[src/rtl/csi_motion_detector_unit_assert.svh]
// Assertion macros for the motion detector blocks.
// Expects clk and rst_n in the scope of the including module.
`ifndef CSI_MOTION_DETECTOR_UNIT_ASSERT_SVH
`define CSI_MOTION_DETECTOR_UNIT_ASSERT_SVH

// same-cycle implication
`define CSIMD_ASSERT_IMP(lbl, ante, cons, msg) \
  lbl: assert property (@(posedge clk) disable iff (!rst_n) (ante) |-> (cons)) \
    else $error(msg);

// next-cycle implication
`define CSIMD_ASSERT_NXT(lbl, ante, cons, msg) \
  lbl: assert property (@(posedge clk) disable iff (!rst_n) (ante) |=> (cons)) \
    else $error(msg);

`endif

[src/rtl/csimd_pkg.sv]
// Shared types, constants and helper functions of the motion detector.
// No dependencies; used by every module of the block.
package csimd_pkg;

  localparam int SUBCARRIERS_DEF = 256;

  localparam int ALPHA_W   = 9;
  localparam int THR_W     = 16;
  localparam int MS_W      = 16;
  localparam int SEC_W     = 7;
  localparam int SCORE_W   = 16;
  localparam int SUM_W     = 24;
  localparam int MAG_W     = 16;
  localparam int ACC_W     = 25;
  localparam int PADDR_W   = 5;
  localparam int PDATA_W   = 32;
  localparam int CNT_MAX_W = 11;   // divisor width, enough for 1024 pairs
  localparam int OPND_W    = 32;
  localparam int Q_W       = 24;
  localparam int SUB_W     = 20;   // trial subtractor width
  localparam int STEP_W    = 5;

  localparam logic [STEP_W-1:0] SQRT_STEPS = 5'd16;
  localparam logic [STEP_W-1:0] DIV_STEPS  = 5'd24;

  localparam logic [ALPHA_W-1:0] ALPHA_RST   = 9'd230;
  localparam logic [THR_W-1:0]   THRESH_RST  = 16'd512;
  localparam logic [MS_W-1:0]    CALIB_RST   = 16'd5000;
  localparam logic [MS_W-1:0]    REFRESH_RST = 16'd1000;
  localparam logic [MS_W-1:0]    TIMEOUT_RST = 16'd3000;

  localparam logic [ALPHA_W-1:0] ALPHA_ONE    = 9'd256;
  localparam logic [MAG_W-1:0]   SMOOTH_FLOOR = 16'd25;
  localparam logic [SEC_W-1:0]   SEC_MAX      = 7'd65;
  localparam logic [ACC_W-1:0]   ROUND_HALF   = 25'd128;

  // floor(x / 1000) = (x * 67109) >> 26 for every 16-bit x
  localparam logic [16:0] RECIP_1000  = 17'd67109;
  localparam int          RECIP_SHIFT = 26;

  typedef enum logic [2:0] {
    REG_ALPHA,
    REG_THRESH,
    REG_CALIB,
    REG_REFRESH,
    REG_TIMEOUT
  } reg_idx_t;

  typedef enum logic [1:0] {
    MODE_PAIR,
    MODE_TICK,
    MODE_START,
    MODE_STOP
  } mode_t;

  typedef enum logic {
    OP_SQRT,
    OP_DIV
  } iter_op_t;

  typedef enum logic [3:0] {
    S_CLEAR,
    S_IDLE,
    S_PAIR,
    S_SQRT,
    S_MUL1,
    S_MUL2,
    S_WRITE,
    S_DIV,
    S_DIVW,
    S_EMIT
  } seq_state_t;

  typedef struct packed {
    logic [ALPHA_W-1:0] alpha;
    logic [THR_W-1:0]   thresh;
    logic [MS_W-1:0]    calib_ms;
    logic [MS_W-1:0]    refresh_ms;
    logic [MS_W-1:0]    timeout_ms;
  } cfg_t;

  typedef struct packed {
    logic                 start;
    iter_op_t             op;
    logic [OPND_W-1:0]    operand;
    logic [CNT_MAX_W-1:0] divisor;
  } iter_req_t;

  typedef struct packed {
    logic           done;
    logic [Q_W-1:0] result;
  } iter_rsp_t;

  function automatic logic [MS_W-1:0] sat_inc(input logic [MS_W-1:0] x);
    return (x == {MS_W{1'b1}}) ? x : x + 1'b1;
  endfunction

  function automatic logic [SEC_W-1:0] div1000(input logic [MS_W-1:0] x);
    logic [32:0] p;
    p = 33'(x) * 33'(RECIP_1000);
    return p[RECIP_SHIFT +: SEC_W];
  endfunction

endpackage

[src/rtl/csimd_iter_unit.sv]
// Shared trial-subtract unit: bit-serial square root and restoring division.
// Depends on csimd_pkg.
module csimd_iter_unit (
  input  logic                  clk,
  input  logic                  rst_n,
  input  csimd_pkg::iter_req_t  req,
  output csimd_pkg::iter_rsp_t  rsp
);

  localparam int SW = csimd_pkg::SUB_W;

  logic                                busy_r;
  logic                                done_r;
  csimd_pkg::iter_op_t                 op_r;
  logic [csimd_pkg::OPND_W-1:0]        src_r;
  logic [SW-1:0]                       rem_r;
  logic [csimd_pkg::Q_W-1:0]           q_r;
  logic [csimd_pkg::STEP_W-1:0]        cnt_r;
  logic [csimd_pkg::CNT_MAX_W-1:0]     div_r;

  logic [SW-1:0]                       trial_a;
  logic [SW-1:0]                       trial_b;
  logic [SW:0]                         diff;
  logic                                ge;
  logic [csimd_pkg::OPND_W-1:0]        src_nxt;

  // square root brings in two bits a step against 4*root+1,
  // division one bit a step against the divisor
  always_comb begin
    case (op_r)
      csimd_pkg::OP_SQRT: begin
        trial_a = {rem_r[SW-3:0], src_r[csimd_pkg::OPND_W-1 -: 2]};
        trial_b = {q_r[SW-3:0], 2'b01};
        src_nxt = {src_r[csimd_pkg::OPND_W-3:0], 2'b00};
      end
      default: begin
        trial_a = {rem_r[SW-2:0], src_r[csimd_pkg::OPND_W-1]};
        trial_b = {{(SW-csimd_pkg::CNT_MAX_W){1'b0}}, div_r};
        src_nxt = {src_r[csimd_pkg::OPND_W-2:0], 1'b0};
      end
    endcase
    diff = {1'b0, trial_a} - {1'b0, trial_b};
    ge   = ~diff[SW];
  end

  always_ff @(posedge clk) begin
    if (!rst_n) begin
      busy_r <= 1'b0;
      done_r <= 1'b0;
      cnt_r  <= '0;
    end else begin
      done_r <= 1'b0;
      if (req.start) begin
        busy_r <= 1'b1;
        cnt_r  <= (req.op == csimd_pkg::OP_SQRT) ? csimd_pkg::SQRT_STEPS - 1'b1
                                                 : csimd_pkg::DIV_STEPS - 1'b1;
      end else if (busy_r) begin
        cnt_r <= cnt_r - 1'b1;
        if (cnt_r == '0) begin
          busy_r <= 1'b0;
          done_r <= 1'b1;
        end
      end
    end
  end

  always_ff @(posedge clk) begin
    if (req.start) begin
      op_r  <= req.op;
      src_r <= req.operand;
      div_r <= req.divisor;
      rem_r <= '0;
      q_r   <= '0;
    end else if (busy_r) begin
      src_r <= src_nxt;
      rem_r <= ge ? diff[SW-1:0] : trial_a;
      q_r   <= {q_r[csimd_pkg::Q_W-2:0], ge};
    end
  end

  assign rsp.done   = done_r;
  assign rsp.result = q_r;

endmodule

[config.mk]
export PLATFORM = sky130hd
export DESIGN_NAME = csimd_iter_unit
export DESIGN_NICKNAME = d
export VERILOG_FILES = /design/src/rtl/csi_motion_detector_unit_assert.svh /design/src/rtl/csimd_pkg.sv /design/src/rtl/csimd_iter_unit.sv
export SDC_FILE = /design/constraint.sdc
export NUM_CORES = 1
export LEC_CHECK = 0
export BUFFER_PORTS_ARGS = -buffer_cell sky130_fd_sc_hd__buf_2
export CORE_UTILIZATION = 58
export DETAILED_ROUTE_END_ITERATION = 16
export GPL_ROUTABILITY_DRIVEN = 0
export HOLD_SLACK_MARGIN = 0.15
export PLACE_DENSITY = 0.84
export SYNTH_ARGS = -nofsm -noshare
export SYNTH_HDL_FRONTEND = slang
export SYNTH_SLANG_ARGS = --single-unit
export TNS_END_PERCENT = 10
[constraint.sdc]
create_clock -name clk -period 4.9 [get_ports clk]
set_input_delay 0.49 -clock clk [delete_from_list [all_inputs] [get_ports clk]]
set_output_delay 0.49 -clock clk [all_outputs]
set_load 0.01 [all_outputs]
# Word-level counts from Yosys, hierarchy flattened
# Cells that the tools add are included.
# Widths: inputs -> output; s select.
# word_totals
output_inout_bits	25
input_bits	47
register_bits	94
elab_cells	29
# op_classes
n_mux	13
add_sub_neg	2
n_reduce_logical	3
n_bitwise	3
# op_table
operator	count
$mux 32	3
$mux 20	2
$sub 20x20->21	1
$mux 19	1
$mux 5	3
$logic_not 5->1	1
$sub 5x1->5 const B	1
$mux 1	4
$not 1->1	3
$reduce_or 3->1	1
$reduce_bool 2->1	1

# Logic depth before layout (Yosys ltp)
# Gate-level depths: netlist of run 1.
# depth
ltp_word	4
depth_mapped	15
mapped_depth_nobuf	11

# Least setup slack after synthesis of run 1
# No wires, ideal clock.
# synth_path
kind	register to register
from	reg op_r
to	reg rem_r[17]
arrival_ns	3.548
n_path_buf	4
setup_slack_ns	1.264
synth_period_minus_slack_ns	3.636
stages_incl_launch_ff	14
setup_time_ns	0.088
required_time_ns	4.812
cell_sequence	edfxtp_1 clkbuf_1 buf_1 clkbuf_1 nand2_1 fa_1 a211oi_1 o21a_2 a2bb2oi_2 o311ai_4 a31oi_2 buf_4 nand2_1 a311oi_2
# synth_between
elab_chain_cells	3
word_cells_on_any_way	4
cone_classes	1 x add/sub; 3 x mux
# synth_rtl
element	line_no	text
start, declared	csimd_iter_unit.sv:14	csimd_pkg::iter_op_t op_r;
start signal, assigned	csimd_iter_unit.sv:69	op_r <= req.op;
$mux 20	csimd_iter_unit.sv:30	case (op_r)
$sub 20x20->21	csimd_iter_unit.sv:42	diff = {1'b0, trial_a} - {1'b0, trial_b};
$mux 19 (*)	csimd_iter_unit.sv:76	rem_r <= ge ? diff[SW-1:0] : trial_a;
end signal, assigned	csimd_iter_unit.sv:76	
end, declared	csimd_iter_unit.sv:16	logic [SW-1:0] rem_r;
# Every way passes the cells marked *; elsewhere a longest branch is shown, timed or not.
# A chain may end at the register's enable or synchronous reset.

# Worst setup path after layout of run 1
# layout_path
from	reg op_r
to	reg rem_r[5]
# Same word-level chain as after synthesis.

==> results of run 1 <==
[metrics by stage]
step	hold slack [ns]	worst slack [ns]	utilization (%)	total power (W)
after global routing	0.2677	0.7712	67.38	0.003402
after detailed placement	0.4639	1.043	65.26	0.002690
after floorplan	0.4374	1.264	-	0.002366
final	0.2822	0.9477	67.38	0.003211
after CTS	0.2718	1.007	67.38	0.003193
after global placement	0.4553	1.192	65.26	0.002622
[sequential cells by signal, indices dropped and copies added (netlist names)]
| name | count |
|---|---|
| done_r | 1 |
| div_r | 11 |
| cnt_r | 5 |
| rem_r | 19 |
| src_r | 32 |
| op_r | 1 |
| busy_r | 1 |
| q_r | 24 |
[where the power goes]
| part | total [W] | internal, W | switching, W |
|---|---|---|---|
| Sequential | 0.00101 | 0.000936 | 0.0000778 |
| Clock | 0.000503 | 0.000195 | 0.000308 |
| Combinational | 0.00169 | 0.000773 | 0.000921 |
[cell type report]
| cell class | instances | area share, % |
|---|---|---|
| Timing Repair Buffer | 78 | 6.884 |
| Tap cell | 108 | 2.267 |
| Sequential cell | 94 | 38.97 |
| Clock buffer | 9 | 2.078 |
| Clock inverter | 7 | 1.070 |
| Multi-Input combinational cell | 400 | 48.10 |
| Inverter | 10 | 0.6296 |
[placed cells by master (no fill, tap or decap), drive strengths merged, types with 4 or more instances in the layout]
cell / instances
xor2: 6
nor3: 6
mux2i: 77
inv: 13
nand3: 5
nand2b: 14
o21a: 9
ha: 22
mux2: 19
o21ai: 52
edfxtp: 44
a21oi: 16
dfxtp: 50
clkbuf: 9
buf: 78
xnor2: 10
nand2: 54
or3: 4
nor2: 52
a211oi: 8
o211ai: 5
[how the worst max path moves through the flow]
stage | from | to | slack, ns | depth (start not counted)
after floorplan | op_r | rem_r[17] | 1.26 | 13
after global routing | op_r | rem_r[6] | 0.77 | 11
after detailed placement | op_r | rem_r[8] | 1.04 | 11
final | op_r | rem_r[5] | 0.95 | 11
after CTS | op_r | rem_r[5] | 1.01 | 11
after global placement | op_r | rem_r[9] | 1.19 | 11
[routing by layer]
metal / global-route usage, % / vias up / part of all wire (%)
li1: - / 2058 / -
met1: 30.78 / 1965 / 45
met2: 41.28 / 139 / 49
met3: 4.009 / 15 / 4.6
met4: 9.644 / 0 / 1.5
met5: 0 / - / 0
[critical path, delay by kind of cell, from the launching register on]
kind                     cells  cell delay (ns)
multiplexers                 2             0.63
AO/OA/AOI/OAI                6             1.14
flip-flops                   1             0.87
adder cells (fa/ha/maj)      1             0.41
buffers and inverters        2             0.71
[Yosys cell counts, drive strengths merged (14+ instances only)]
cell / instances
mux2i: 77
mux2: 19
nand2b: 14
o21ai: 52
edfxtp: 44
nor2: 52
a21oi: 16
ha: 22
nand2: 54
dfxtp: 50
clkbuf: 24
[kinds of logic after synthesis]
logic type,after synthesis
muxes,96
adders and majority gates,23
and+or+nand+nor,148
DFF,94
buffers and inverters,44
xor gates and xnor gates,16
AOI/OAI and AO/OA,117
==> flow_summary_export.csv, run 1 <==
group,metric,value,unit
setup_path,path_cells,"buf_4 -> mux2_2 -> ha_1 -> a21o_1 -> a31oi_1 -> a22o_1 -> o311ai_4 -> a31oi_2 -> buf_4 -> mux2i_1 -> a211oi_1",
route,finalWirelength,11380,um
logic_synthesis,synthDistinctLibCells,54,
cts,cts_tree,"done",
cts,clock_tree.root_cell,"clkbuf_8",
logic_synthesis,ys_async_sr_fraction,0,%
logic_synthesis,ys.warnings.count,0,
timing,period_needed,3.952,ns
timing,setup_viol_count_final,0,
cts,h-tree-depth,3,
setup_path,crit_path_start_kind,"flip-flop",
logic_synthesis,synth.area.top_cells,"edfxtp_1, dfxtp_1, mux2i_1, ha_1, o21ai_0",
global_route,grt.total_usage,24.23,%
timing,tightest_slew,1.191,ns
logic_synthesis,synth-simple-area-share,12.48,%
cts,cts_buffer_depth,2,
route,avgRoutedWirePerCell,16.12,um
power_and_ir_drop,peakVddDrop,0.2996,mV
route,remaining_drc_errors,0,
min_path,min_path_type,"in -> reg",
setup_path,worstReg2RegStart,"op_r",
power_and_ir_drop,power_density,538.6,nW/um2
logic_synthesis,yosysTopAreaCellShare,24.58,%
logic_synthesis,syn-num-nets,608,
setup_path,cpMostUsedCell,"buf_4",
logic_synthesis,seq_area_frac_synth,43.20,%
placement,place_hpwl,7942,um
layout,drive_gt1_share,20.57,%
floorplanning,die_x,98.27,um
timing,skew,0.01618,ns
timing,relSlewSlack,20.50,%
timing,fmax,253.0,MHz
logic_synthesis,synth-compound-area-share,14.46,%
timing,fin_setup_tns,0,ns
timing,finalCritPeriodShare,80.66,%
cts,cts.repair.resized,0,
layout,antenna_cells,0,
layout,final_area,5962,um2
logic_synthesis,synth_xor_area_share,2.607,%
floorplanning,die-area,9656,um2
status,outcome,"complete, no violations",
floorplanning,core,8848,um2
setup_path,slowest_stage,"edfxtp_1",
route,drt_iter0_markers,287,
cts,clkLatencyLatePin,0.38,ns
global_route,grt_remaining_overflow,0,
logic_synthesis,synth_top_family_by_area,"multiplexers",
layout,fin_nets,663,
route,vias,4177,
logic_synthesis,synthFlopType,"dfxtp_1",
cts,cts_buffers,9,
logic_synthesis,synth_top_cell_by_area,"edfxtp_1",
layout,instances_no_fill,706,
min_path,whs_path_depth,1,
power_and_ir_drop,p_leak,2.570,nW
logic_synthesis,synth_area,5375,um2
global_route,grt_pass1_vias,4048,
timing,rsz0062_at_grt,"no",
route,drtAntennaViolNets,0,
layout,seqCellArea,2323,um2
job,cap_violations,0,
placement,numPortBuffers,71,
setup_path,rrSetupSlack,0.95,ns
logic_synthesis,synth.area.mux_share,18.32,%
cts,hold_buffers,0,
floorplanning,io_pins,72,
setup_path,r2r-end,"rem_r[5]",
floorplanning,row_count,34,
global_route,grt_max_degree,117,
cts,clock-sinks,94,
setup_path,rr_worst_depth,11,
logic_synthesis,yosys.area_share.adder,5.493,%
cts,clk_pin_slew,0.10,ns
global_route,antenna_found_initial,0,
timing,timing_hold_violations_final,0,
setup_path,critPathArrivalTime,4.16,ns
placement,dp.cells,690,
setup_path,required,5.10,ns
setup_path,cp_max_fo,22,
route,first_pass_iters,6,
setup_path,worst_path_largest_cell_delay,0.87,ns
global_route,grt_pass1_wl,18620,um
logic_synthesis,syn_inst,538,
setup_path,worstSetupEndpointType,"flip-flop",
layout,fillers,696,
min_path,min-delay-start,"req[4]",
placement,place_area,5774,um2
setup_path,setup.worst_path.class,"reg -> reg",
layout,syn_to_final_growth,10.92,%
floorplanning,start_util,60.75,%
layout,multi_input_area,2868,um2
logic_synthesis,synth_seq_cells,94,
timing,finalMaxSlewViolations,0,
route,viasPerCell,5.916,
logic_synthesis,synth_edf_count,44,
logic_synthesis,avgSynthCellArea,9.991,um2
floorplanning,fp.dieH,98.27,um
min_path,hold_end,"div_r[4]",
cts,post_cts_buffers,0,
(Power assumes the default switching activity.)
==> run 2, diff against run 1 <==
--- a/config.mk
+++ b/config.mk
@@ -5,12 +5,13 @@
 export SDC_FILE = /design/constraint.sdc
 export NUM_CORES = 1
 export LEC_CHECK = 0
+export ABC_AREA = 1
 export BUFFER_PORTS_ARGS = -buffer_cell sky130_fd_sc_hd__buf_2
-export CORE_UTILIZATION = 58
+export CORE_UTILIZATION = 53
 export DETAILED_ROUTE_END_ITERATION = 16
 export GPL_ROUTABILITY_DRIVEN = 0
 export HOLD_SLACK_MARGIN = 0.15
-export PLACE_DENSITY = 0.84
+export PLACE_DENSITY = 0.81
 export SYNTH_ARGS = -nofsm -noshare
 export SYNTH_HDL_FRONTEND = slang
 export SYNTH_SLANG_ARGS = --single-unit
==> constraint.sdc (replaced) <==
create_clock -name clk -period 3.6 [get_ports clk]
set_input_delay 0.36 -clock clk [delete_from_list [all_inputs] [get_ports clk]]
set_output_delay 0.36 -clock clk [all_outputs]
set_load 0.01 [all_outputs]
==> run 2 against run 1 <==
Against the previous run:
- via count increased by 25%
- power increased by 26%
- first-iteration DRC count increased by 51%
- clock-buffer cell count increased by 1
- core utilization decreased by 5.3 points
- synthesized area increased by 3.0%
- worst setup slack got worse by 0.59 ns
- cell area increased by 3.7%
- die area increased by 12%
- routed wire length increased by 18%
==> flow_summary_export.csv, run 2 <==
group,metric,value,unit
logic_synthesis,synth_common_cells,"nand2_1, inv_1, a21oi_1",
cts,clk_pin_slew,0.09,ns
logic_synthesis,synth_seq_cells,94,
logic_synthesis,synth.area.top_cells,"edfxtp_1, nand2_1, dfxtp_1, a21oi_1, inv_1",
global_route,grt.total_usage,25.31,%
logic_synthesis,ys.warnings.count,0,
timing,setup_slack,0.3546,ns
layout,instances_no_fill,977,
cts,cts_buffers,9,
placement,dp.cells,958,
global_route,grt_pass1_wl,22300,um
setup_path,path_cells,"inv_2 -> or2_2 -> ha_1 -> inv_1 -> fa_1 -> nand3_1 -> nand3_1 -> nand3_2 -> nand3_4 -> nand2_1 -> nand2_1 -> o21ai_1 -> nand2_1",
setup_path,rrSetupSlack,0.35,ns
route,first_pass_iters,5,
setup_path,slowest_stage,"inv_2",
timing,fin_setup_tns,0,ns
logic_synthesis,synth_top_cell_by_area,"edfxtp_1",
route,drtAntennaViolNets,0,
setup_path,path_delay_family,"simple AND/OR/NAND/NOR gates",
placement,pre_cts_ws,0.4309,ns
logic_synthesis,synth_most_common_cell,"nand2_1",
timing,finalMaxSlewViolations,0,
floorplanning,die_x,104.2,um
setup_path,cp_max_fo,39,
cts,cts_tree,"done",
route,finalWirelength,13380,um
timing,timing.hold.ws,0.1695,ns
global_route,grt_remaining_overflow,0,
logic_synthesis,avgSynthCellArea,7.086,um2
job,cap_violations,0,
route,viasPerCell,5.324,
setup_path,crit_buf_inv,2,
layout,drive_gt1_share,12.56,%
layout,multi_input_area,2671,um2
layout,final_common_cell,"nand2_1",
cts,h-tree-depth,3,
timing,skew,0.01015,ns
logic_synthesis,yosysTopAreaCellShare,23.88,%
timing,rsz0062_at_grt,"no",
logic_synthesis,synth_area,5534,um2
layout,largest_reg_flops,32,
global_route,grt_max_degree,61,
timing,period_needed,3.245,ns
logic_synthesis,synth_edf_count,44,
layout,syn_to_final_growth,11.71,%
power_and_ir_drop,peakVddDrop,0.3007,mV
floorplanning,die-area,10850,um2
floorplanning,row_count,36,
setup_path,required,3.87,ns
timing,tightest_slew,1.173,ns
floorplanning,start_util,55.59,%
placement,place_hpwl,9541,um
layout,antenna_cells,0,
status,outcome,"complete, no violations",
global_route,grt_pass1_vias,4865,
setup_path,worstReg2RegStart,"op_r",
floorplanning,io_pins,72,
route,remaining_drc_errors,0,
logic_synthesis,synthDistinctLibCells,36,
min_path,min_path_type,"in -> reg",
setup_path,critPathArrivalTime,3.51,ns
layout,top_regs,"src_r: 32 flops, q_r: 24 flops, rem_r: 19 flops",
logic_synthesis,syn-num-nets,851,
cts,cts_buffer_depth,2,
power_and_ir_drop,p_leak,3.029,nW
setup_path,worst_path_largest_cell_delay,0.49,ns
cts,clock_tree.root_cell,"clkbuf_8",
route,drt_iter0_markers,434,
setup_path,critPathLaunch,"op_r",
timing,setup_viol_count_final,0,
logic_synthesis,seq_area_frac_synth,41.96,%
layout,top_register,"src_r",
layout,fillers,908,
cts,clkLatencyLatePin,0.36,ns
layout,final_cell_mix,"nand2_1, inv_1, a21oi_1, buf_2, dfxtp_1",
route,vias,5202,
logic_synthesis,syn_inst,781,
logic_synthesis,ys_async_sr_fraction,0,%
layout,fin_nets,909,
route,avgRoutedWirePerCell,13.69,um
layout,final_util,62.10,%
power_and_ir_drop,power_density,652.8,nW/um2
placement,numPortBuffers,71,
setup_path,crit_path_start_kind,"flip-flop",
setup_path,worstSetupEndpointType,"flip-flop",
setup_path,setup.worst_path.class,"reg -> reg",
timing,timing_hold_violations_final,0,
global_route,antenna_found_initial,0,
timing,finalCritPeriodShare,90.15,%
layout,seqCellArea,2322,um2
timing,relSlewSlack,21.72,%
floorplanning,core,9955,um2
timing,fmax,308.1,MHz
floorplanning,fp.dieH,104.2,um
setup_path,cpMostUsedCell,"nand2_1",
logic_synthesis,synthFlopType,"dfxtp_1",
cts,clock-sinks,94,
min_path,min-delay-start,"req[2]",
[run 2: changes by cell type after synthesis, sizes merged, moves of 19 or more]
cell	before	now
nand2	54	276
inv	10	99
mux2i	77	1
a21oi	16	78
nand3	5	36
o22ai	0	22
o21ai	52	32
mux2	19	0
[run 2: metrics by stage]
stage	instance area [um2]	power [W]
finish	6182	0.004036
global route	6182	0.004373
CTS	6152	0.004001
detailed placement	5954	0.003283
global placement	5954	0.003275
floorplan	5534	0.002920
[run 2: worst paths after layout]
| check | end | cells after the start |
|---|---|---|
| max | rem_r[13] | 13 |
| min | div_r[2] | 1 |
| max reg2reg | rem_r[13] | 13 |
| min reg2reg | cnt_r[0] | 1 |
[run 2: what timing repair did]
| item | 4_1_cts | 5_1_grt |
|---|---|---|
| buffers inserted | 0 | 0 |
| setup endpoints to repair | 0 | 0 |
| hold buffers | 0 | 3 |
| endpoints found under the hold margin | 0 | 3 |
| resized for setup | 0 | 0 |
[run 2: logic make-up (layout without fill, tap and decap cells)]
logic type | count (synthesis) | in the layout | share of synthesized area [%]
compound gates | 137 | 137 | 13.25
mux | 1 | 1 | 0.1809
fa+ha+maj | 23 | 23 | 5.336
xor+xnor | 8 | 8 | 1.266
buf+inv | 135 | 198 | 9.767
simple gates | 383 | 383 | 28.24
flops | 94 | 94 | 41.96
[run 2: cell type report]
type                    instances  share of cell area, %
inverters                      99                  6.011
clock buffers                  10                  2.226
well taps                     133                  2.692
clock inverters                 6                 0.9715
repair buffers                 83                  7.326
multi-input cells             552                  43.21
flip-flops and latches         94                  37.56
[run 2: layer usage]
metal / up-vias / global-route usage, % / routed length, um
li1: 2642 / - / -
met1: 2359 / 34.40 / 6131
met2: 184 / 41.00 / 6108
met3: 17 / 3.947 / 893
met4: 0 / 8.776 / 247
met5: - / 0 / 0
[run 2: power by group]
part | total (W) | internal [W] | switching [W]
clock | 0.000720 | 0.000338 | 0.000381
sequential | 0.00137 | 0.00127 | 0.0000955
combinational | 0.00195 | 0.000674 | 0.00127
