File: src/rtl/csi_motion_detector_unit_assert.svh
// Assertion macros for the motion detector blocks.
// Expects clk and rst_n in the scope of the including module.
`ifndef CSI_MOTION_DETECTOR_UNIT_ASSERT_SVH
`define CSI_MOTION_DETECTOR_UNIT_ASSERT_SVH

// same-cycle implication
`define CSIMD_ASSERT_IMP(lbl, ante, cons, msg) \
  lbl: assert property (@(posedge clk) disable iff (!rst_n) (ante) |-> (cons)) \
    else $error(msg);

// next-cycle implication
`define CSIMD_ASSERT_NXT(lbl, ante, cons, msg) \
  lbl: assert property (@(posedge clk) disable iff (!rst_n) (ante) |=> (cons)) \
    else $error(msg);

`endif

File: src/rtl/csimd_pkg.sv
// Shared types, constants and helper functions of the motion detector.
// No dependencies; used by every module of the block.
package csimd_pkg;

  localparam int SUBCARRIERS_DEF = 256;

  localparam int ALPHA_W   = 9;
  localparam int THR_W     = 16;
  localparam int MS_W      = 16;
  localparam int SEC_W     = 7;
  localparam int SCORE_W   = 16;
  localparam int SUM_W     = 24;
  localparam int MAG_W     = 16;
  localparam int ACC_W     = 25;
  localparam int PADDR_W   = 5;
  localparam int PDATA_W   = 32;
  localparam int CNT_MAX_W = 11;   // divisor width, enough for 1024 pairs
  localparam int OPND_W    = 32;
  localparam int Q_W       = 24;
  localparam int SUB_W     = 20;   // trial subtractor width
  localparam int STEP_W    = 5;

  localparam logic [STEP_W-1:0] SQRT_STEPS = 5'd16;
  localparam logic [STEP_W-1:0] DIV_STEPS  = 5'd24;

  localparam logic [ALPHA_W-1:0] ALPHA_RST   = 9'd230;
  localparam logic [THR_W-1:0]   THRESH_RST  = 16'd512;
  localparam logic [MS_W-1:0]    CALIB_RST   = 16'd5000;
  localparam logic [MS_W-1:0]    REFRESH_RST = 16'd1000;
  localparam logic [MS_W-1:0]    TIMEOUT_RST = 16'd3000;

  localparam logic [ALPHA_W-1:0] ALPHA_ONE    = 9'd256;
  localparam logic [MAG_W-1:0]   SMOOTH_FLOOR = 16'd25;
  localparam logic [SEC_W-1:0]   SEC_MAX      = 7'd65;
  localparam logic [ACC_W-1:0]   ROUND_HALF   = 25'd128;

  // floor(x / 1000) = (x * 67109) >> 26 for every 16-bit x
  localparam logic [16:0] RECIP_1000  = 17'd67109;
  localparam int          RECIP_SHIFT = 26;

  typedef enum logic [2:0] {
    REG_ALPHA,
    REG_THRESH,
    REG_CALIB,
    REG_REFRESH,
    REG_TIMEOUT
  } reg_idx_t;

  typedef enum logic [1:0] {
    MODE_PAIR,
    MODE_TICK,
    MODE_START,
    MODE_STOP
  } mode_t;

  typedef enum logic {
    OP_SQRT,
    OP_DIV
  } iter_op_t;

  typedef enum logic [3:0] {
    S_CLEAR,
    S_IDLE,
    S_PAIR,
    S_SQRT,
    S_MUL1,
    S_MUL2,
    S_WRITE,
    S_DIV,
    S_DIVW,
    S_EMIT
  } seq_state_t;

  typedef struct packed {
    logic [ALPHA_W-1:0] alpha;
    logic [THR_W-1:0]   thresh;
    logic [MS_W-1:0]    calib_ms;
    logic [MS_W-1:0]    refresh_ms;
    logic [MS_W-1:0]    timeout_ms;
  } cfg_t;

  typedef struct packed {
    logic                 start;
    iter_op_t             op;
    logic [OPND_W-1:0]    operand;
    logic [CNT_MAX_W-1:0] divisor;
  } iter_req_t;

  typedef struct packed {
    logic           done;
    logic [Q_W-1:0] result;
  } iter_rsp_t;

  function automatic logic [MS_W-1:0] sat_inc(input logic [MS_W-1:0] x);
    return (x == {MS_W{1'b1}}) ? x : x + 1'b1;
  endfunction

  function automatic logic [SEC_W-1:0] div1000(input logic [MS_W-1:0] x);
    logic [32:0] p;
    p = 33'(x) * 33'(RECIP_1000);
    return p[RECIP_SHIFT +: SEC_W];
  endfunction

endpackage

File: src/rtl/csimd_seq.sv
// Sequencer of the motion detector: item handshake, detector state, frame
// accumulation and output register. Depends on csimd_pkg and the assert header.
`include "csi_motion_detector_unit_assert.svh"

module csimd_seq #(
  parameter int SUBCARRIERS = csimd_pkg::SUBCARRIERS_DEF,
  parameter int AW          = 8,
  parameter int CW          = 9
) (
  input  logic                          clk,
  input  logic                          rst_n,
  input  csimd_pkg::cfg_t               cfg,
  input  logic                          in_tvalid,
  output logic                          in_tready,
  input  logic [15:0]                   in_tdata,
  input  logic [3:0]                    in_tuser,
  input  logic                          in_tlast,
  output logic                          out_tvalid,
  input  logic                          out_tready,
  output logic [31:0]                   out_tdata,
  output logic                          out_tuser,
  output csimd_pkg::iter_req_t          iter_req,
  input  csimd_pkg::iter_rsp_t          iter_rsp,
  output logic                          mem_we,
  output logic [AW-1:0]                 mem_waddr,
  output logic [csimd_pkg::MAG_W-1:0]   mem_wdata,
  output logic [AW-1:0]                 mem_raddr,
  input  logic [csimd_pkg::MAG_W-1:0]   mem_rdata
);

  localparam logic [AW-1:0] LAST_IDX = AW'(SUBCARRIERS - 1);
  localparam logic [CW-1:0] CNT_LIM  = CW'(SUBCARRIERS);

  csimd_pkg::seq_state_t state_r, state_nxt;

  logic                               active_r, active_nxt;
  logic                               calib_r, calib_nxt;
  logic [csimd_pkg::MS_W-1:0]         cel_r, cel_nxt;
  logic [csimd_pkg::MS_W-1:0]         rel_r, rel_nxt;
  logic [csimd_pkg::SEC_W-1:0]        sec_r, sec_nxt;
  logic                               motion_r, motion_nxt;
  logic [csimd_pkg::MS_W-1:0]         age_r, age_nxt;
  logic [csimd_pkg::SUM_W-1:0]        sum_r, sum_nxt;
  logic [CW-1:0]                      cnt_r, cnt_nxt;
  logic [AW-1:0]                      clr_idx_r, clr_idx_nxt;
  logic                               clr_emit_r, clr_emit_nxt;
  logic                               out_valid_r, out_valid_nxt;

  logic signed [7:0]                  im_r, im_nxt;
  logic signed [7:0]                  re_r, re_nxt;
  logic                               last_r, last_nxt;
  logic [csimd_pkg::MAG_W-1:0]        mag_r, mag_nxt;
  logic [csimd_pkg::ACC_W-1:0]        acc_r, acc_nxt;
  logic [csimd_pkg::SCORE_W-1:0]      score_r, score_nxt;
  logic                               valid_r, valid_nxt;
  logic [31:0]                        out_data_r;
  logic                               out_user_r;
  logic                               out_load;

  csimd_pkg::mode_t                   in_mode;
  logic                               in_fs;
  logic                               in_fi;
  logic [CW-1:0]                      cnt_base;
  logic [csimd_pkg::MS_W-1:0]         cel_inc;
  logic [csimd_pkg::MS_W-1:0]         rel_inc;
  logic [csimd_pkg::MS_W-1:0]         age_inc;
  logic [csimd_pkg::ALPHA_W-1:0]      alpha_c;
  logic [csimd_pkg::MAG_W-1:0]        mul_x;
  logic [csimd_pkg::ALPHA_W-1:0]      mul_y;
  logic [csimd_pkg::ACC_W-1:0]        prod;
  logic signed [15:0]                 im_sq;
  logic signed [15:0]                 re_sq;
  logic [15:0]                        pw;
  logic [csimd_pkg::MAG_W-1:0]        adiff;
  logic [csimd_pkg::SUM_W:0]          sum_add;
  logic [csimd_pkg::SCORE_W-1:0]      score_sat;

  assign in_mode  = csimd_pkg::mode_t'(in_tuser[1:0]);
  assign in_fs    = in_tuser[2];
  assign in_fi    = in_tuser[3];
  assign cnt_base = in_fs ? '0 : cnt_r;
  assign cel_inc  = csimd_pkg::sat_inc(cel_r);
  assign rel_inc  = csimd_pkg::sat_inc(rel_r);
  assign age_inc  = csimd_pkg::sat_inc(age_r);
  assign alpha_c  = (cfg.alpha > csimd_pkg::ALPHA_ONE) ? csimd_pkg::ALPHA_ONE : cfg.alpha;

  // one multiplier, shared by both halves of the low-pass update
  assign mul_x = (state_r == csimd_pkg::S_MUL1) ? mem_rdata : mag_r;
  assign mul_y = (state_r == csimd_pkg::S_MUL1) ? alpha_c : csimd_pkg::ALPHA_ONE - alpha_c;
  assign prod  = csimd_pkg::ACC_W'(mul_x) * csimd_pkg::ACC_W'(mul_y);

  assign im_sq   = im_r * im_r;
  assign re_sq   = re_r * re_r;
  assign pw      = 16'(im_sq) + 16'(re_sq);
  assign adiff   = (mag_r > mem_rdata) ? mag_r - mem_rdata : mem_rdata - mag_r;
  assign sum_add = {1'b0, sum_r} + (csimd_pkg::SUM_W + 1)'(adiff);
  assign score_sat = (|iter_rsp.result[csimd_pkg::Q_W-1:csimd_pkg::SCORE_W]) ?
                     {csimd_pkg::SCORE_W{1'b1}} : iter_rsp.result[csimd_pkg::SCORE_W-1:0];

  assign in_tready = (state_r == csimd_pkg::S_IDLE);

  always_comb begin
    state_nxt    = state_r;
    active_nxt   = active_r;
    calib_nxt    = calib_r;
    cel_nxt      = cel_r;
    rel_nxt      = rel_r;
    sec_nxt      = sec_r;
    motion_nxt   = motion_r;
    age_nxt      = age_r;
    sum_nxt      = sum_r;
    cnt_nxt      = cnt_r;
    clr_idx_nxt  = clr_idx_r;
    clr_emit_nxt = clr_emit_r;
    im_nxt       = im_r;
    re_nxt       = re_r;
    last_nxt     = last_r;
    mag_nxt      = mag_r;
    acc_nxt      = acc_r;
    score_nxt    = score_r;
    valid_nxt    = valid_r;
    out_load     = 1'b0;
    mem_we       = 1'b0;
    mem_waddr    = clr_idx_r;
    mem_wdata    = '0;
    mem_raddr    = cnt_r[AW-1:0];
    iter_req     = '{start: 1'b0, op: csimd_pkg::OP_SQRT, operand: '0, divisor: '0};

    case (state_r)
      csimd_pkg::S_CLEAR: begin
        mem_we      = 1'b1;
        clr_idx_nxt = clr_idx_r + 1'b1;
        if (clr_idx_r == LAST_IDX) begin
          clr_idx_nxt = '0;
          state_nxt   = clr_emit_r ? csimd_pkg::S_EMIT : csimd_pkg::S_IDLE;
        end
      end

      csimd_pkg::S_IDLE: begin
        if (in_tvalid) begin
          score_nxt = '0;
          valid_nxt = 1'b0;
          state_nxt = csimd_pkg::S_EMIT;
          case (in_mode)
            csimd_pkg::MODE_PAIR: begin
              if (active_r) begin
                im_nxt   = in_tdata[7:0];
                re_nxt   = in_tdata[15:8];
                last_nxt = in_tlast;
                cnt_nxt  = cnt_base;
                if (in_fs) begin
                  sum_nxt = '0;
                end
                if (!(in_fs && in_fi) && cnt_base < CNT_LIM) begin
                  state_nxt = csimd_pkg::S_PAIR;
                end else if (in_tlast) begin
                  state_nxt = csimd_pkg::S_DIV;
                end
              end
            end
            csimd_pkg::MODE_TICK: begin
              if (calib_r) begin
                cel_nxt = cel_inc;
                rel_nxt = rel_inc;
                if (cel_inc >= cfg.calib_ms) begin
                  calib_nxt = 1'b0;
                  sec_nxt   = '0;
                end else if (rel_inc >= cfg.refresh_ms) begin
                  rel_nxt = '0;
                  sec_nxt = csimd_pkg::div1000(cfg.calib_ms - cel_inc);
                end
              end
              if (motion_r) begin
                age_nxt = age_inc;
                if (age_inc > cfg.timeout_ms) begin
                  motion_nxt = 1'b0;
                end
              end
            end
            csimd_pkg::MODE_START: begin
              active_nxt   = 1'b1;
              calib_nxt    = 1'b1;
              cel_nxt      = '0;
              rel_nxt      = '0;
              sec_nxt      = csimd_pkg::div1000(cfg.calib_ms);
              motion_nxt   = 1'b0;
              age_nxt      = '0;
              sum_nxt      = '0;
              cnt_nxt      = '0;
              clr_idx_nxt  = '0;
              clr_emit_nxt = 1'b1;
              state_nxt    = csimd_pkg::S_CLEAR;
            end
            default: begin
              active_nxt = 1'b0;
              calib_nxt  = 1'b0;
              motion_nxt = 1'b0;
            end
          endcase
        end
      end

      csimd_pkg::S_PAIR: begin
        iter_req.start   = 1'b1;
        iter_req.op      = csimd_pkg::OP_SQRT;
        iter_req.operand = {pw, 16'h0000};
        state_nxt        = csimd_pkg::S_SQRT;
      end

      csimd_pkg::S_SQRT: begin
        if (iter_rsp.done) begin
          mag_nxt   = iter_rsp.result[csimd_pkg::MAG_W-1:0];
          state_nxt = csimd_pkg::S_MUL1;
        end
      end

      csimd_pkg::S_MUL1: begin
        acc_nxt = prod;
        // only settled subcarriers count towards the change
        if (mem_rdata > csimd_pkg::SMOOTH_FLOOR) begin
          sum_nxt = sum_add[csimd_pkg::SUM_W] ? {csimd_pkg::SUM_W{1'b1}}
                                              : sum_add[csimd_pkg::SUM_W-1:0];
        end
        state_nxt = csimd_pkg::S_MUL2;
      end

      csimd_pkg::S_MUL2: begin
        acc_nxt   = acc_r + prod + csimd_pkg::ROUND_HALF;
        state_nxt = csimd_pkg::S_WRITE;
      end

      csimd_pkg::S_WRITE: begin
        mem_we    = 1'b1;
        mem_waddr = cnt_r[AW-1:0];
        mem_wdata = acc_r[8 +: csimd_pkg::MAG_W];
        cnt_nxt   = cnt_r + 1'b1;
        state_nxt = last_r ? csimd_pkg::S_DIV : csimd_pkg::S_EMIT;
      end

      csimd_pkg::S_DIV: begin
        if (cnt_r != '0) begin
          iter_req.start   = 1'b1;
          iter_req.op      = csimd_pkg::OP_DIV;
          iter_req.operand = {sum_r, 8'h00};
          iter_req.divisor = csimd_pkg::CNT_MAX_W'(cnt_r);
          state_nxt        = csimd_pkg::S_DIVW;
        end else begin
          sum_nxt   = '0;
          cnt_nxt   = '0;
          state_nxt = csimd_pkg::S_EMIT;
        end
      end

      csimd_pkg::S_DIVW: begin
        if (iter_rsp.done) begin
          score_nxt = score_sat;
          valid_nxt = 1'b1;
          if (!calib_r && score_sat > cfg.thresh) begin
            motion_nxt = 1'b1;
            age_nxt    = '0;
          end
          sum_nxt   = '0;
          cnt_nxt   = '0;
          state_nxt = csimd_pkg::S_EMIT;
        end
      end

      csimd_pkg::S_EMIT: begin
        if (!out_valid_r || out_tready) begin
          out_load  = 1'b1;
          state_nxt = csimd_pkg::S_IDLE;
        end
      end

      default: state_nxt = csimd_pkg::S_IDLE;
    endcase

    if (out_load) begin
      out_valid_nxt = 1'b1;
    end else if (out_tready) begin
      out_valid_nxt = 1'b0;
    end else begin
      out_valid_nxt = out_valid_r;
    end
  end

  always_ff @(posedge clk) begin
    if (!rst_n) begin
      state_r     <= csimd_pkg::S_CLEAR;
      active_r    <= 1'b0;
      calib_r     <= 1'b0;
      cel_r       <= '0;
      rel_r       <= '0;
      sec_r       <= '0;
      motion_r    <= 1'b0;
      age_r       <= '0;
      sum_r       <= '0;
      cnt_r       <= '0;
      clr_idx_r   <= '0;
      clr_emit_r  <= 1'b0;
      out_valid_r <= 1'b0;
    end else begin
      state_r     <= state_nxt;
      active_r    <= active_nxt;
      calib_r     <= calib_nxt;
      cel_r       <= cel_nxt;
      rel_r       <= rel_nxt;
      sec_r       <= sec_nxt;
      motion_r    <= motion_nxt;
      age_r       <= age_nxt;
      sum_r       <= sum_nxt;
      cnt_r       <= cnt_nxt;
      clr_idx_r   <= clr_idx_nxt;
      clr_emit_r  <= clr_emit_nxt;
      out_valid_r <= out_valid_nxt;
    end
  end

  always_ff @(posedge clk) begin
    im_r    <= im_nxt;
    re_r    <= re_nxt;
    last_r  <= last_nxt;
    mag_r   <= mag_nxt;
    acc_r   <= acc_nxt;
    score_r <= score_nxt;
    valid_r <= valid_nxt;
    if (out_load) begin
      out_data_r <= {6'b000000, score_r, motion_r, sec_r, calib_r, active_r};
      out_user_r <= valid_r;
    end
  end

  assign out_tvalid = out_valid_r;
  assign out_tdata  = out_data_r;
  assign out_tuser  = out_user_r;

  `CSIMD_ASSERT_IMP(a_no_motion_in_calib, calib_r, !motion_r, "motion set during calibration")
  `CSIMD_ASSERT_IMP(a_calib_needs_active, calib_r, active_r, "calibrating while inactive")
  `CSIMD_ASSERT_NXT(a_one_word_at_a_time, in_tvalid && in_tready, !in_tready, "second word taken")
  `CSIMD_ASSERT_IMP(a_frame_cnt_bound, 1'b1, cnt_r <= CNT_LIM, "pair count past subcarriers")
  `CSIMD_ASSERT_IMP(a_seconds_range, 1'b1, sec_r <= csimd_pkg::SEC_MAX, "seconds out of range")

endmodule

File: config.mk
export PLATFORM = sky130hd
export DESIGN_NAME = csimd_seq
export DESIGN_NICKNAME = d
export VERILOG_FILES = /design/src/rtl/csimd_pkg.sv /design/src/rtl/csimd_seq.sv
export VERILOG_INCLUDE_DIRS = /design/src /design/src/rtl
export SDC_FILE = /design/constraint.sdc
export NUM_CORES = 2
export LEC_CHECK = 0
export ABC_AREA = 1
export CAP_MARGIN = 20
export CORE_ASPECT_RATIO = 1.4
export CORE_MARGIN = 2
export CORE_UTILIZATION = 44
export CTS_CLUSTER_DIAMETER = 80
export DETAILED_ROUTE_END_ITERATION = 12
export DONT_BUFFER_PORTS = 1
export MAX_ROUTING_LAYER = met4
export RECOVER_POWER = 25
export SYNTH_ARGS = -nofsm -noshare
export SYNTH_HDL_FRONTEND = slang
export SYNTH_SLANG_ARGS = --single-unit
File: constraint.sdc
create_clock -name clk -period 9.3 [get_ports clk]
set_input_delay 1.395 -clock clk [delete_from_list [all_inputs] [get_ports clk]]
set_output_delay 1.395 -clock clk [all_outputs]
set_load 0.01 [all_outputs]
# After elaboration in Yosys (flattened, before gate mapping)
# Index checks and enable logic that the tools add are counted.
[word_totals]
register_bits = 207
latchBits = 0
ramBits = 0
mem_bits_ro = 0
input_bits = 139
output_inout_bits = 113
memories = 0
[classes]
add_sub_neg = 13
mul = 5
div_mod_pow = 0
magnitude_cmp = 8
n_eq_ne = 32
shift = 0
n_mux = 85
bitwise_logic = 2
n_reduce_logical = 34
[ops]
columns = ["operator", "count"]
rows = [
  ["16-bit two-way mux", 17],
  ["24-bit two-way mux", 7],
  ["16-bit one-hot mux with 2 select lines", 5],
  ["24-bit one-hot mux with 4 select lines", 1],
  ["34-bit one-hot mux with 2 select lines", 1],
  ["16-bit by 17-bit multiplier with 33-bit output (second input constant)", 2],
  ["9-bit two-way mux", 7],
  ["25-bit one-hot mux with 2 select lines", 1],
  ["16-bit by 1-bit adder with 16-bit output (second input constant)", 3],
  ["16-bit == test (second input constant)", 3],
  ["16-bit > comparator", 3],
  ["24-bit one-hot mux with 2 select lines", 1],
  ["16-bit subtractor", 3],
  ["45-bit two-way mux", 1],
  ["4-bit two-way mux", 10],
  ["4-bit one-hot mux with 10 select lines", 1],
  ["9-bit one-hot mux with 4 select lines", 1],
  ["16-bit greater-or-equal comparator", 2],
  ["8-bit by 8-bit multiplier with 16-bit output", 2],
  ["8-bit two-way mux", 4],
  ["24-bit by 16-bit adder with 25-bit output", 1],
  ["25-bit adder", 1],
  ["25-bit by 8-bit adder with 25-bit output (second input constant)", 1],
  ["16-bit by 9-bit multiplier with 25-bit output", 1],
  ["44 further kinds", 100],
]

# Longest topological paths before layout
[logic_depth]
ltp_word = 8
depth_mapped = 44
ltp_nobuf = 44

# Least setup slack after synthesis
# OpenSTA, ideal clock, no wires.
[synth_timing]
path_kind = "input-to-reg"
startpoint = "input port cfg[64] in the netlist's numbering"
endpoint = "register acc_r[23] in the netlist's numbering (data pin)"
setup_ns = 0.256
arrival_time_ns = 7.675
required_time_ns = 9.044
slack_ns = 1.369
path_stages = 37
path_buffers = 1
path_cell_list = "inv_1 -> and3_1 -> a21oi_1 -> inv_1 -> nand2_1 -> ha_1 -> nand2_1 -> nor2_1 -> nand3_1 -> nand2_1 -> nand2_1 -> inv_1 -> clkbuf_1 -> nor2_1 -> fa_1 -> inv_1 -> fa_1 -> inv_1 -> fa_1 -> fa_1 -> ha_1 -> nand2_1 -> nor3_1 -> nor3b_1 -> nand4_1 -> nand3_1 -> xor2_1 -> ha_1 -> ha_1 -> nand2_1 -> nor4_1 -> nand3_1 -> nand3_1 -> xor2_1 -> nor2_1 -> nand3_1 -> nand2_1"
[synth_via]
elab_chain_cells = 8
[synth_rtl]
columns = ["item", "line_no", "rtl"]
rows = [
  ["start: declaration", "csimd_seq.sv:12", "input csimd_pkg::cfg_t cfg,"],
  ["9-bit > comparator", "csimd_seq.sv:85", "assign alpha_c = (cfg.alpha > csimd_pkg::ALPHA_ONE) ? csimd_pkg::ALPHA_ONE : cfg.alpha;"],
  ["9-bit two-way mux *", "csimd_seq.sv:85", ""],
  ["9-bit subtractor", "csimd_seq.sv:89", "assign mul_y = (state_r == csimd_pkg::S_MUL1) ? alpha_c : csimd_pkg::ALPHA_ONE - alpha_c;"],
  ["9-bit two-way mux *", "csimd_seq.sv:89", ""],
  ["16-bit by 9-bit multiplier with 25-bit output *", "csimd_seq.sv:90", "assign prod = csimd_pkg::ACC_W'(mul_x) * csimd_pkg::ACC_W'(mul_y);"],
  ["25-bit adder", "csimd_seq.sv:228", "acc_nxt = acc_r + prod + csimd_pkg::ROUND_HALF;"],
  ["25-bit by 8-bit adder with 25-bit output", "csimd_seq.sv:228", ""],
  ["25-bit one-hot mux with 2 select lines *", "csimd_seq.sv:129", "case (state_r)"],
  ["named net acc_nxt (one bit)", "csimd_seq.sv:53", "logic [csimd_pkg::ACC_W-1:0] acc_r, acc_nxt;"],
  ["end signal: assignment", "csimd_seq.sv:324", "acc_r <= acc_nxt;"],
  ["end: declaration", "csimd_seq.sv:53", ""],
]
# The timed path passes the listed nets; every way through them passes the cells marked *.
# A chain may end at the register's enable or synchronous reset.

# Worst setup path after layout
# Ends and elaborated chain as after synthesis.

==> flow_summary.yaml <==
outcome:
  status: "finished with violations"
  violations: "max-capacitance violations, max-slew violations"
detailed_routing:
  dr.pass1.iters: 7
  drt-total-wl_um: 94710
  met3_length_um: 5556
  drt-vias-per-instance: 5.149
  wl_met2_um: 48850
  top_layer_used: "met4"
  vias: 28110
  first_iter_violations: 1421
  drcViolationCount: 0
  routedLengthMet1_um: 36520
  wl_per_cell_um: 17.35
  antenna_left: 0
place:
  hpwl_um: 80230
  placed_area_um2: 34040
  gp_congestion: 0.9565
  numPortBuffers: 0
  dp_cells: 5401
logic_synthesis:
  syn_area_per_cell_um2: 7.364
  ys_seq_area_share_pct: 15.51
  synthTopCellsByArea: "ha_1, fa_1, nand2_1"
  synth_cell_types: 57
  synth-edff-count: 101
  yosysWarnings: 0
  async_flop_share_pct: 0
  synth_top_area_share_pct: 19.61
  synth_top_cell_by_area: "ha_1"
  syn-cell-area_um2: 33110
  ys_ff_latch: 206
  ys.flop_type: "dfxtp_1"
  synth_cells: 4497
clock_network:
  root_buffer: "clkbuf_16"
  cts_hold_buf: 0
  cts_buffers: 28
  post_cts_buffers: 0
  h-tree-depth: 1
  clockBufferDepth: 3
  path_clk_slew_ns: 0.06
  cts_sinks: 206
  cts_resized: 0
  cts_tree: "built"
  insertion_delay_ns: 0.61
timing:
  post-route-period-util_pct: 89.91
  rsz0062_at_grt: "false"
  relSlewSlack_pct: -3.509
  finalSetupViolCount: 0
  maxSlewViolCount: 42
  timing.fmax_mhz: 119.6
  fin_worst_skew_ns: 0.02401
  fin_setup_tns_ns: 0
  max_slew.worst_pin.slew_ns: 1.553
  finalCriticalPeriod_ns: 8.362
  hold_violations: 0
die:
  row_count: 119
  io_pins: 252
  die_y_um: 328.6
  fp.dieW_um: 235.9
  core_um2: 74890
  initial_core_util_pct: 44.22
  die-area_um2: 77500
critical_path:
  cp_slowest_stage_delay_ns: 0.58
  critical_path.slowest_cell: "fa_1"
  arrival_ns: 8.71
  startpoint_type: "input pin"
  path_max_fanout: 12
  crit_top_cell: "nand2_1"
  end_kind: "flop"
  crit_type: "in -> reg"
  crit_required_ns: 9.65
grt:
  grt_pass1_wl_um: 150000
  grt_max_degree: 75
  grt-ovfl-total: 0
  antenna_found_initial: 4
  grt_use_total_pct: 25.20
  grt_pass1_vias: 28520
finish:
  area_delta_synth_final_pct: 5.637
  final_common_cell: "nand2_1"
  regArea_um2: 5135
  fin_area_um2: 34980
  fin_nets: 5418
  num-fill-cells: 7692
  drive_gt1_share_pct: 2.342
  layout.cells.non_filler: 5458
  multi_input_area_um2: 23960
  final_cell_mix: "nand2_1, inv_1, ha_1"
power_and_ir_drop:
  p_leak_nw: 18.15
  peakVddDrop_mv: 0.4450
  p_per_area_nw_per_um2: 349.6
worst_hold_path:
  hold_class: "reg -> reg"
flow_run:
  maxCapViolations: 2
state kept, by name (all words and copies together), names as in the netlist, 16 cells and up:
| register | flops |
|---|---|
| out_tdata | 26 |
| acc_r | 24 |
| sum_r | 24 |
| age_r | 16 |
| cel_r | 16 |
| mag_r | 16 |
| rel_r | 16 |
| score_r | 16 |
worst max-delay path, delay by kind of cell:
family | cells | cell delay, ns
adder cells (fa/ha/maj) | 8 | 3.14
buffers and inverters | 5 | 0.63
AO/OA/AOI/OAI | 2 | 0.52
XOR/XNOR | 2 | 0.42
AND/OR/NAND/NOR | 17 | 2.58
cell usage after synthesis, drive strengths merged (5+ instances only):
library cell / number
a211oi: 9
a21boi: 9
a21o: 25
a21oi: 305
a31oi: 19
and3: 5
buf: 45
clkbuf: 55
dfxtp: 105
edfxtp: 101
fa: 297
ha: 519
inv: 943
nand2: 948
nand3: 174
nand3b: 9
nand4: 47
nor2: 420
nor3: 49
nor4: 16
o211ai: 9
o21a: 11
o21ai: 189
o21bai: 15
o22ai: 7
or2: 14
xnor2: 42
xor2: 91
per-stage QoR:
step	util [%]	hold WS (ns)	power, mW	setup slack (ns)
after detailed placement	45.45	0.4070	11.11	0.3977
after floorplan	-	0.4003	8.715	1.369
final	46.71	0.4168	12.23	0.9382
after global placement	45.43	0.4005	11.08	0.4718
after global routing	46.71	0.4252	13.77	0.2707
after CTS	46.72	0.4150	12.32	0.9918
logic make-up after synthesis:
| logic type | after synthesis | share of synthesized area, % |
|---|---|---|
| AND/OR/NAND/NOR | 1684 | 20.95 |
| AO/OA/AOI/OAI | 612 | 10.16 |
| flip-flops | 206 | 15.51 |
| buffers and inverters | 1045 | 12.29 |
| adder cells (fa/ha/maj) | 816 | 37.57 |
| XOR/XNOR | 133 | 3.518 |
| other | 1 | 0.01132 |
worst paths after layout:
path | startpoint | to | slack (ns) | depth (start not counted)
worst max register to register | cel_r[0]$_SDFFE_PN0P_ | sec_r[5]$_SDFFE_PN0P_ | 1.25 | 36
worst max-delay path | cfg[64] | acc_r[23]$_DFFE_PP_ | 0.94 | 34
worst min-delay path | score_r[12]$_SDFFCE_PN0P_ | out_tdata[22]$_DFFE_PP_ | 0.42 | 0
worst min register to register | score_r[12]$_SDFFCE_PN0P_ | out_tdata[22]$_DFFE_PP_ | 0.42 | 0
layout make-up:
class / count / area share (%)
antenna: 6 / 0.04292
clock buffer: 36 / 2.246
clock inverter: 15 / 0.4650
inverter: 945 / 10.15
multi-input combinational: 3261 / 68.51
sequential: 206 / 14.68
tap: 968 / 3.462
timing repair buffer: 21 / 0.4507
where the power goes:
group	total, mW	internal [mW]	leakage [nW]	switching, mW
Clock	1.11	0.634	0.457	0.476
Combinational	9.87	3.58	15.9	6.29
Sequential	1.25	1.18	1.77	0.0640
routing by layer:
metal	vias up	GRT usage, %
met5	-	-
met4	0	9.623
met3	151	5.069
met2	572	45.65
met1	13260	26.99
li1	14120	-
No activity file was read; power rests on OpenSTA's default activity.
